## src/hdl/rational_accumulator_reduce_top_defines.svh

```systemverilog
// Assertion macros for the rational accumulator.
// Used by rational_accumulator_reduce_top; depends on nothing.
`ifndef RATIONAL_ACCUMULATOR_REDUCE_TOP_DEFINES_SVH
`define RATIONAL_ACCUMULATOR_REDUCE_TOP_DEFINES_SVH
// Assert that a condition implies a consequence in the same cycle.
`define RAR_ASSERT_IMP(lbl, a, c) \
    lbl: assert property (@(posedge clk) disable iff (!rst_n) (a) |-> (c)) \
        else $error("assertion failed");
// Assert that a condition implies a consequence in the next cycle.
`define RAR_ASSERT_NXT(lbl, a, c) \
    lbl: assert property (@(posedge clk) disable iff (!rst_n) (a) |=> (c)) \
        else $error("assertion failed");
`endif

```

## src/hdl/rar_pkg.sv

```systemverilog
// Package for the rational accumulator: widths, op codes, sequencer states.
// No dependencies.
package rar_pkg;
    localparam int DataWidth = 32;
    localparam int CntWidth  = $clog2(DataWidth + 1);

    typedef enum logic [2:0] {
        OP_LOAD = 3'd0,
        OP_ADD  = 3'd1,
        OP_SUB  = 3'd2,
        OP_MUL  = 3'd3,
        OP_DIV  = 3'd4
    } op_t;

    typedef enum logic [8:0] {
        ST_IDLE  = 9'b000000001,
        ST_MUL1  = 9'b000000010,
        ST_MUL2  = 9'b000000100,
        ST_MUL3  = 9'b000001000,
        ST_CHECK = 9'b000010000,
        ST_GCD   = 9'b000100000,
        ST_DIVN  = 9'b001000000,
        ST_DIVD  = 9'b010000000,
        ST_OUT   = 9'b100000000
    } state_t;
endpackage

```

## src/hdl/rational_accumulator_reduce_top.sv

```systemverilog
// Rational accumulator with gcd reduction, top level.
// Uses rar_pkg and rational_accumulator_reduce_top_defines.svh.
//
// Input channel in_valid/in_ready carries op, operand_num, operand_den.
// Output channel out_valid/out_ready carries result_num, result_den.
// One word in gives one word out. The block takes one word at a time:
// in_ready is high only when no word is in work and the output is empty.
// Products run through ST_MUL1, ST_MUL2 and, for add and subtract, ST_MUL3 on one shared 32x32 multiplier.
// Reduction runs Euclid's gcd as bit-serial restoring division on one
// shared subtractor, one DataWidth-bit division per modulo step (up to
// about 47 remainders), then two more bit-serial divisions by the gcd
// scale numerator and denominator.
// An unknown op goes straight to the output state; a zero result skips reduction.
// Reset sets the accumulator to 1/1 and empties the output register.
// When out_ready is low the result holds in the output register and no new
// word is taken until it leaves.
`include "rational_accumulator_reduce_top_defines.svh"
module rational_accumulator_reduce_top
    import rar_pkg::*;
(
    input  logic                 clk,
    input  logic                 rst_n,
    input  logic                 in_valid,
    output logic                 in_ready,
    input  logic [2:0]           op,
    input  logic signed [31:0]   operand_num,
    input  logic signed [31:0]   operand_den,
    output logic                 out_valid,
    input  logic                 out_ready,
    output logic signed [31:0]   result_num,
    output logic signed [31:0]   result_den
);
    localparam int W = DataWidth;

    state_t              state_reg, state_next;
    logic [W-1:0]        acc_num_reg, acc_num_next, acc_den_reg, acc_den_next;
    logic [W-1:0]        n_reg, n_next, d_reg, d_next;
    logic [2:0]          op_reg, op_next;
    logic [W-1:0]        t_reg, t_next;
    logic [W-1:0]        a_reg, a_next, b_reg, b_next;
    logic [W-1:0]        q_reg, q_next, r_reg, r_next;
    logic [CntWidth-1:0] cnt_reg, cnt_next;
    logic                phase_reg, phase_next;
    logic                out_valid_reg, out_valid_next;
    logic [31:0]         rnum_reg, rnum_next, rden_reg, rden_next;

    logic [W-1:0]        mul_a, mul_b, mul_p;
    logic [W-1:0]        div_d, r_sh, mag_num, mag_den;
    logic [W:0]          r_sub;
    logic [W-1:0]        num_in, den_in;

    function automatic logic [W-1:0] mag(input logic [W-1:0] x);
        return x[W-1] ? (~x + 1'b1) : x;
    endfunction

    assign num_in  = W'(operand_num);
    assign den_in  = W'(operand_den);
    assign mul_p   = mul_a * mul_b;
    assign mag_num = mag(acc_num_reg);
    assign mag_den = mag(acc_den_reg);
    assign r_sh    = {r_reg[W-2:0], q_reg[W-1]};
    assign r_sub   = {r_reg, q_reg[W-1]} - {1'b0, div_d};

    assign in_ready   = (state_reg == ST_IDLE) && !out_valid_reg;
    assign out_valid  = out_valid_reg;
    assign result_num = rnum_reg;
    assign result_den = rden_reg;

    always_comb
    begin
        mul_a = acc_num_reg;
        mul_b = d_reg;
        case (state_reg)
            ST_MUL1: begin mul_a = acc_num_reg; mul_b = d_reg; end
            ST_MUL2: begin mul_a = acc_den_reg; mul_b = n_reg; end
            ST_MUL3: begin mul_a = acc_den_reg; mul_b = d_reg; end
            default: begin mul_a = acc_num_reg; mul_b = d_reg; end
        endcase
    end

    always_comb
    begin
        case (state_reg)
            ST_GCD:  div_d = b_reg;
            default: div_d = a_reg;
        endcase
    end

    always_comb
    begin
        state_next     = state_reg;
        acc_num_next   = acc_num_reg;
        acc_den_next   = acc_den_reg;
        n_next         = n_reg;
        d_next         = d_reg;
        op_next        = op_reg;
        t_next         = t_reg;
        a_next         = a_reg;
        b_next         = b_reg;
        q_next         = q_reg;
        r_next         = r_reg;
        cnt_next       = cnt_reg;
        phase_next     = phase_reg;
        out_valid_next = out_valid_reg;
        rnum_next      = rnum_reg;
        rden_next      = rden_reg;
        if (out_valid_reg && out_ready)
            out_valid_next = 1'b0;
        case (state_reg)
            ST_IDLE:
            begin
                if (in_valid && in_ready)
                begin
                    op_next = op;
                    d_next  = den_in;
                    n_next  = (op == OP_SUB) ? (~num_in + 1'b1) : num_in;
                    case (op)
                        OP_LOAD:
                        begin
                            acc_num_next = num_in;
                            acc_den_next = den_in;
                            state_next   = ST_CHECK;
                        end
                        OP_ADD, OP_SUB:
                        begin
                            if (acc_num_reg == '0)
                            begin
                                acc_num_next = (op == OP_SUB) ? (~num_in + 1'b1) : num_in;
                                acc_den_next = den_in;
                                state_next   = ST_CHECK;
                            end
                            else if (acc_den_reg == den_in)
                            begin
                                acc_num_next = acc_num_reg +
                                    ((op == OP_SUB) ? (~num_in + 1'b1) : num_in);
                                state_next   = ST_CHECK;
                            end
                            else
                                state_next = ST_MUL1;
                        end
                        OP_MUL:
                        begin
                            n_next = den_in;
                            d_next = num_in;
                            state_next = ST_MUL1;
                        end
                        OP_DIV:  state_next = ST_MUL1;
                        default: state_next = ST_OUT;
                    endcase
                end
            end
            ST_MUL1:
            begin
                t_next     = mul_p;
                state_next = ST_MUL2;
            end
            ST_MUL2:
            begin
                if (op_reg == OP_MUL || op_reg == OP_DIV)
                begin
                    acc_num_next = t_reg;
                    acc_den_next = mul_p;
                    state_next   = ST_CHECK;
                end
                else
                begin
                    t_next     = t_reg + mul_p;
                    state_next = ST_MUL3;
                end
            end
            ST_MUL3:
            begin
                acc_num_next = t_reg;
                acc_den_next = mul_p;
                state_next   = ST_CHECK;
            end
            ST_CHECK:
            begin
                if (acc_num_reg == '0 || acc_den_reg == '0)
                begin
                    acc_num_next = '0;
                    acc_den_next = '0;
                    state_next   = ST_OUT;
                end
                else
                begin
                    a_next     = mag_num;
                    b_next     = mag_den;
                    q_next     = mag_num;
                    r_next     = '0;
                    cnt_next   = '0;
                    state_next = ST_GCD;
                end
            end
            ST_GCD:
            begin
                if (b_reg == '0)
                begin
                    q_next     = mag_num;
                    r_next     = '0;
                    cnt_next   = '0;
                    state_next = ST_DIVN;
                end
                else
                begin
                    q_next = {q_reg[W-2:0], !r_sub[W]};
                    r_next = r_sub[W] ? r_sh : r_sub[W-1:0];
                    cnt_next = cnt_reg + 1'b1;
                    if (cnt_reg == CntWidth'(W - 1))
                    begin
                        a_next   = b_reg;
                        b_next   = r_sub[W] ? r_sh : r_sub[W-1:0];
                        q_next   = b_reg;
                        r_next   = '0;
                        cnt_next = '0;
                    end
                end
            end
            ST_DIVN, ST_DIVD:
            begin
                q_next   = {q_reg[W-2:0], !r_sub[W]};
                r_next   = r_sub[W] ? r_sh : r_sub[W-1:0];
                cnt_next = cnt_reg + 1'b1;
                if (cnt_reg == CntWidth'(W - 1))
                begin
                    cnt_next = '0;
                    r_next   = '0;
                    if (state_reg == ST_DIVN)
                    begin
                        acc_num_next = acc_num_reg[W-1] ?
                            ~{q_reg[W-2:0], !r_sub[W]} + 1'b1 : {q_reg[W-2:0], !r_sub[W]};
                        q_next     = mag_den;
                        state_next = ST_DIVD;
                    end
                    else
                    begin
                        acc_den_next = acc_den_reg[W-1] ?
                            ~{q_reg[W-2:0], !r_sub[W]} + 1'b1 : {q_reg[W-2:0], !r_sub[W]};
                        state_next = ST_OUT;
                    end
                end
            end
            ST_OUT:
            begin
                rnum_next      = 32'(acc_num_reg);
                rden_next      = 32'(acc_den_reg);
                out_valid_next = 1'b1;
                phase_next     = ~phase_reg;
                state_next     = ST_IDLE;
            end
            default: state_next = ST_IDLE;
        endcase
    end

    always_ff @(posedge clk or negedge rst_n)
    begin
        if (!rst_n)
        begin
            state_reg     <= ST_IDLE;
            acc_num_reg   <= W'(1);
            acc_den_reg   <= W'(1);
            cnt_reg       <= '0;
            phase_reg     <= 1'b0;
            out_valid_reg <= 1'b0;
        end
        else
        begin
            state_reg     <= state_next;
            acc_num_reg   <= acc_num_next;
            acc_den_reg   <= acc_den_next;
            cnt_reg       <= cnt_next;
            phase_reg     <= phase_next;
            out_valid_reg <= out_valid_next;
        end
    end

    always_ff @(posedge clk)
    begin
        n_reg    <= n_next;
        d_reg    <= d_next;
        op_reg   <= op_next;
        t_reg    <= t_next;
        a_reg    <= a_next;
        b_reg    <= b_next;
        q_reg    <= q_next;
        r_reg    <= r_next;
        rnum_reg <= rnum_next;
        rden_reg <= rden_next;
    end

    `RAR_ASSERT_IMP(a_busy_not_ready, state_reg != ST_IDLE, !in_ready)
    `RAR_ASSERT_NXT(a_out_sets_valid, state_reg == ST_OUT, out_valid_reg && state_reg == ST_IDLE)
    `RAR_ASSERT_NXT(a_phase_on_out, state_reg == ST_OUT, phase_reg != $past(phase_reg))
    `RAR_ASSERT_IMP(a_zero_pair,
        out_valid_reg && (rnum_reg == '0 || rden_reg == '0), rnum_reg == rden_reg)
endmodule

```

## config.mk

```make
export PLATFORM = sky130hd
export DESIGN_NAME = rational_accumulator_reduce_top
export DESIGN_NICKNAME = d
export VERILOG_FILES = /design/src/hdl/rar_pkg.sv /design/src/hdl/rational_accumulator_reduce_top.sv
export VERILOG_INCLUDE_DIRS = /design/src /design/src/hdl
export SDC_FILE = /design/constraint.sdc
export NUM_CORES = 2
export LEC_CHECK = 0
export BUFFER_PORTS_ARGS = -buffer_cell sky130_fd_sc_hd__buf_2
export CORE_MARGIN = 2
export CORE_UTILIZATION = 45
export DETAILED_ROUTE_END_ITERATION = 8
export GPL_TIMING_DRIVEN = 0
export PLACE_DENSITY_LB_ADDON = 0.1
export SETUP_SLACK_MARGIN = 0.05
export SYNTH_ARGS = -nofsm -noshare
export SYNTH_HDL_FRONTEND = slang
export SYNTH_SLANG_ARGS = --single-unit
```

## constraint.sdc

```tcl
create_clock -name clk -period 15.8 [get_ports clk]
set_clock_uncertainty 0.1 [all_clocks]
set_input_delay 3.16 -clock clk [delete_from_list [all_inputs] [get_ports clk]]
set_output_delay 3.16 -clock clk [all_outputs]
set_load 0.02 [all_outputs]
```

### After elaboration in Yosys (flattened, before gate mapping)

Cells that the tools add are included.

| cells by class | value |
|---|---|
| add/subtract/negate cells | 8 |
| $mul | 1 |
| eq/ne operators | 31 |
| mux-type cells | 62 |
| bitwise gates (word level) | 4 |
| reduce and logical (&&, ||, !) cells | 27 |

Operators with widths:

| kind | number |
|---|---|
| $mux 32 | 37 |
| $pmux 32 s2 | 5 |
| $pmux 32 s5 | 2 |
| $pmux 32 s3 | 2 |
| $add 32x1->32 const B | 4 |
| $not 32->32 | 4 |
| $logic_not 32->1 | 3 |
| $add 32x32->32 | 2 |
| $pmux 9 s7 | 1 |
| $mux 9 | 5 |
| $sub 33x32->33 | 1 |
| $eq 32x32->1 | 1 |
| $mul 32x32->32 | 1 |
| $pmux 9 s3 | 1 |
| $ne 2x2->1 const B | 10 |
| $mux 6 | 3 |
| $pmux 6 s3 | 1 |
| $reduce_and 8->1 | 2 |
| $mux 5 | 3 |
| $eq 3x2->1 const B | 3 |
| $eq 9x1->1 const B | 1 |
| $eq 9x2->1 const B | 1 |
| $eq 9x3->1 const B | 1 |
| $eq 9x4->1 const B | 1 |
| other kinds (25) | 38 |

| storage, ports and cells | value |
|---|---|
| bits in registers | 371 |
| bits of input ports | 71 |
| logic and storage cells | 148 |

### Longest topological paths before layout

| logic depth | value |
|---|---|
| depth in word-level cells | 10 |
| mapped depth | 47 |

### Worst setup path after synthesis

Ideal clock, no wire load.

| timing | value |
|---|---|
| kind | reg2reg |
| start | register state_reg[3] |
| end | register t_reg[31] (data pin) |
| library setup time | 0.262 ns |
| data arrival time | 10.170 ns |
| data required time | 15.438 ns |
| slack | 5.267 ns |
| cell stages (with the launch flop) | 43 |
| clock period less this slack | 10.533 ns |
| cell sequence | dfrtp_1 clkbuf_1 xor2_1 nand3_1 buf_2 buf_2 clkbuf_1 clkbuf_1 mux2i_1 clkbuf_1 nor2_1 fa_1 fa_1 fa_1 inv_1 fa_1 inv_1 fa_1 [7 not listed] nand4_1 nor2_1 a221oi_1 nand2_1 xnor2_1 ha_1 and3_1 a31oi_1 o21ai_0 a41o_1 o41ai_1 o21ai_0 nand4_1 nand4b_1 a21oi_1 xor2_1 nor2_1 xnor2_1 |

| on the way | value |
|---|---|
| word-level cells in the longest chain between the ends | 7 |
| elaborated cells between the ends (all ways) | 10 |
| classes of those cells | add/sub (1); mul (1); eq/ne (3); mux (4); reduce/logical (1) |

Ends and longest elaborated chain:

| element | line | text |
|---|---|---|
| start: declaration | rational_accumulator_reduce_top.sv:35 | `state_t state_reg, state_next;` |
| start signal: assignment | rational_accumulator_reduce_top.sv:268 | `state_reg <= state_next;` |
| $eq 9x3->1 / $eq 9x4->1 (equally long branches) | rational_accumulator_reduce_top.sv:73, rational_accumulator_reduce_top.sv:109 |  |
| $reduce_or 2->1 (no line) | -- |  |
| $mux 32 | rational_accumulator_reduce_top.sv:73 | `case (state_reg)` |
| $mul 32x32->32 | rational_accumulator_reduce_top.sv:58 | `assign mul_p = mul_a * mul_b;` |
| $add 32x32->32 | rational_accumulator_reduce_top.sv:167 | `t_next = t_reg + mul_p;` |
| $mux 32 | rational_accumulator_reduce_top.sv:159 | `if (op_reg == OP_MUL \|\| op_reg == OP_DIV)` |
| $pmux 32 s2 (*) | rational_accumulator_reduce_top.sv:109 | `case (state_reg)` |
| via t_next[31] | rational_accumulator_reduce_top.sv:39 | `logic [W-1:0] t_reg, t_next;` |
| end signal: assignment | rational_accumulator_reduce_top.sv:282 | `t_reg <= t_next;` |
| end: declaration | rational_accumulator_reduce_top.sv:39 |  |

Mark *: on every way through the listed nets, which the timed path passes. The rest lies on a longest branch. The select of a mux whose other input is x is not followed.
A chain may end at the register's enable or synchronous reset.

### Worst setup path after layout

Ends and elaborated chain as after synthesis.

==> summary.md <==
| Metric | Value |
|---|---|
| Net count after synthesis | `approximately 5200` |
| Final setup viols | `0` |
| Max Slew Vio Count | `0` |
| Fmax | `~72 MHz` |
| Top cell type's share of synthesized area | `between 20% and 30%` |
| Post-route clock period utilization | `88.4%` |
| Fill cell count | `8605` |
| Clk_lat worst skew | `roughly 0.66 ns` |
| Yosys warnings | `0` |
| Fin worst setup slack | `approximately 1.8 ns` |
| VDD IR max | `0.0731 mV` |
| GRT busiest layer | `met1` |
| Initial Utilization | `between 40% and 50%` |
| GRT Util Overall | `roughly 40%` |
| Pre-CTS WS | `about 2.2 ns` |
| Fraction of layout cells with a size suffix above 1 | `under 10%` |
| Measured slew at the worst slew-check pin | `around 1.5 ns` |
| DRT Pass-1 Iters | `8` |
| Routed len/inst | `between 30 and 40 um` |
| Required @ worst endpoint | `approximately 16 ns` |
| Ratio of total power to cell area | `between 50 and 60 nW/um^2` |
| Violated checks | `capacitance limit` |
| Cell Area, Synth | `approximately 41000 um^2` |
| H-tree depth | `2` |
| FFs w/ async S/R, synth | `a little over a fifth` |
| Area grow syn2layout | `9.72%` |
| Commonest non-fill, non-tap cells in the layout | `nand2_1, nor2_1, inv_1` |
| Area of the multi-input gates | `between 20000 and 30000 um^2` |
| Flop pwr share | `between 40% and 50%` |
| WHS | `~0.36 ns` |
| Commonest non-fill, non-tap cell in the layout | `nand2_1` |
| Row cnt | `110` |
| Die area | `between 90000 and 100000 um^2` |
| Iter 0 DRT Violations | `5660` |
| Yosys top cell by area | `edfxtp_1` |
| Final WL | `around 190000 um` |
| Via count | `36800` |
| Initial antenna violation count | `17` |
| WS Path Type | `reg2reg` |
| CTS tree | `yes` |
| Die height | `around 310 um` |
| Inserted Clock Buffers | `46` |
| Psw | `571 uW` |
| RSZ-0062 raised after global routing | `no` |
| Vias per inst | `around 6.2` |
| WP data arrival | `14.24 ns` |
| Remaining DRCs | `0` |
| Global routing met2 resource utilization | `a little over half` |
| Gpl congestion | `between 1 and 1.5` |
| Core area | `90100 um^2` |
| Lkg Pwr | `19.8 nW` |
| Vias in the first global route | `around 35000` |
| Setup TNS | `0 ns` |
| Most frequent CP cell | `fa_1` |
| Crit. End Element | `flop` |
| Post-Syn Instances | `approximately 4500` |
| Met3 usage | `approximately 12%` |
| Power Total | `between 2 and 2.5 mW` |
| Slew headroom | `less than 1%` |
| FF/Latch Area | `10700 um^2` |
| Hold_buf cts | `0` |
| Clock slew at reported path FFs | `approximately 0.06 ns` |
| DP HPWL | `about 150000 um` |
| Syn Area/Cell | `~9 um^2` |
| Status | `finished with violations` |
| Net Sw Frac | `~25%` |
| Critical-path top delay cell | `clkbuf_1` |
| Hold Vio Cnt, Final | `0` |
| CTS root buf | `clkbuf_16` |
| Max Buffers Root-to-Sink | `3` |
| Crit-path max FO | `10` |
| Int Pwr | `~1.7 mW` |
| Worst stage delay on the critical path | `0.81 ns` |
| Grt total ovfl | `0` |
| Comb power frac | `5.9%` |
| Global-route wire length before repair | `roughly 260000 um` |
| Die Wd | `between 300 and 400 um` |
| Shortest period the worst path allows | `between 10 and 15 ns` |
| Clock sinks | `around 370` |
| Startpoint types | `flop` |
| Seq/Total Area, Yosys | `between 20% and 30%` |
| Number of max-cap violations | `2` |
| Worst Hold Class | `reg2reg` |
| Clk pwr share | `a little under half` |
| Largest net degree at the start of global routing | `60` |
| Postcts setup bufs | `0` |
| Count of cells resized by post-cts repair | `0` |
| Synth area leaders | `edfxtp_1, fa_1, ha_1` |
| I/O pins | `around 140` |
| Yosys reg bits | `371` |
| Post-synth EDFFs | `291` |
| Buffers on Ports | `about 140` |
| Met1 Resource Use GR | `55.7%` |
| Main flop type after synthesis | `edfxtp_1` |
| ANT nets after route | `0` |
| Post-synth cell types | `just under 90` |
| Post-layout nets | `~5400` |
-- cells by family (layout without fill, tap and decap cells) --
group	count (synthesis)	in the layout	share of synthesized area, %
mux	201	201	5.23
xor+xnor	348	348	7.47
other cells	0	3	0
fa+ha+maj	636	636	26.9
compound gates	815	815	12.8
simple gates	1431	1431	15.0
buf+inv	687	926	6.44
flops	371	371	26.2
-- layer usage --
layer,vias to the layer above,part of all wire [%]
met5,-,0.050
met3,449,13
met4,14,5.6
li1,15600,-
met2,2329,40
met1,18400,42
-- through the flow --
stage | cells | util, % | cell area [um^2]
after floorplan | 4489 | - | 41000
after global placement | 5800 | 47.9 | 43200
after detailed placement | 5820 | 48.2 | 43500
after CTS | 5903 | 49.9 | 45000
after global routing | 5904 | 49.9 | 45000
final | 5907 | 49.9 | 45000
-- worst paths after layout --
path	from	to	slack [ns]	depth (start not counted)
max	state_reg[3]	t_reg[31]	1.83	43
min	acc_den_reg[27]	result_den[27]	0.36	0
max reg2reg	state_reg[3]	t_reg[31]	1.83	43
min reg2reg	acc_den_reg[27]	result_den[27]	0.36	0
max in group asynchronous	rst_n	acc_den_reg[0]	12.37	2
min in group asynchronous	rst_n	out_valid	2.47	1
-- power by group through the flow --
| stage | combinational (mW) | sequential (mW) | clock (mW) |
|---|---|---|---|
| after global placement | 0.128 | 1.07 | 0 |
| after floorplan | 0.0638 | 1.07 | 0 |
| final | 0.135 | 1.05 | 1.08 |
| after detailed placement | 0.129 | 1.07 | 0 |
| after CTS | 0.129 | 1.05 | 1.09 |
| after global routing | 0.140 | 1.05 | 1.12 |
-- cells in the mapped netlist (all sizes together) (37+ instances only) --
| master | number |
|---|---|
| mux2 | 70 |
| o21ai | 227 |
| a21oi | 223 |
| o31ai | 42 |
| nor2 | 564 |
| buf | 37 |
| mux2i | 131 |
| fa | 411 |
| xor2 | 142 |
| dfrtp | 77 |
| xnor2 | 205 |
| ha | 224 |
| clkbuf | 189 |
| inv | 461 |
| nand2 | 588 |
| edfxtp | 291 |
| a21o | 59 |
-- final cells by class --
type,instances,area share [%]
Inverter,461,3.85
Buffer,226,2.02
Clock buffer,57,2.74
Antenna cell,3,0.0167
Clock inverter,26,0.564
Tap cell,1176,3.27
Sequential cell,371,23.9
Timing Repair Buffer,156,2.14
Multi-Input combinational cell,3431,61.5
-- worst max-delay path: cells and delay by family, from the launching register on --
family	cells	cell delay (ns)
and+or+nand+nor	9	1.86
AOI/OAI and AO/OA	9	2.17
xor gates and xnor gates	4	1.37
DFF	1	0.33
adders and majority gates	10	4.66
buffers and inverters	11	3.20
Power figures use the tool's default switching activity.
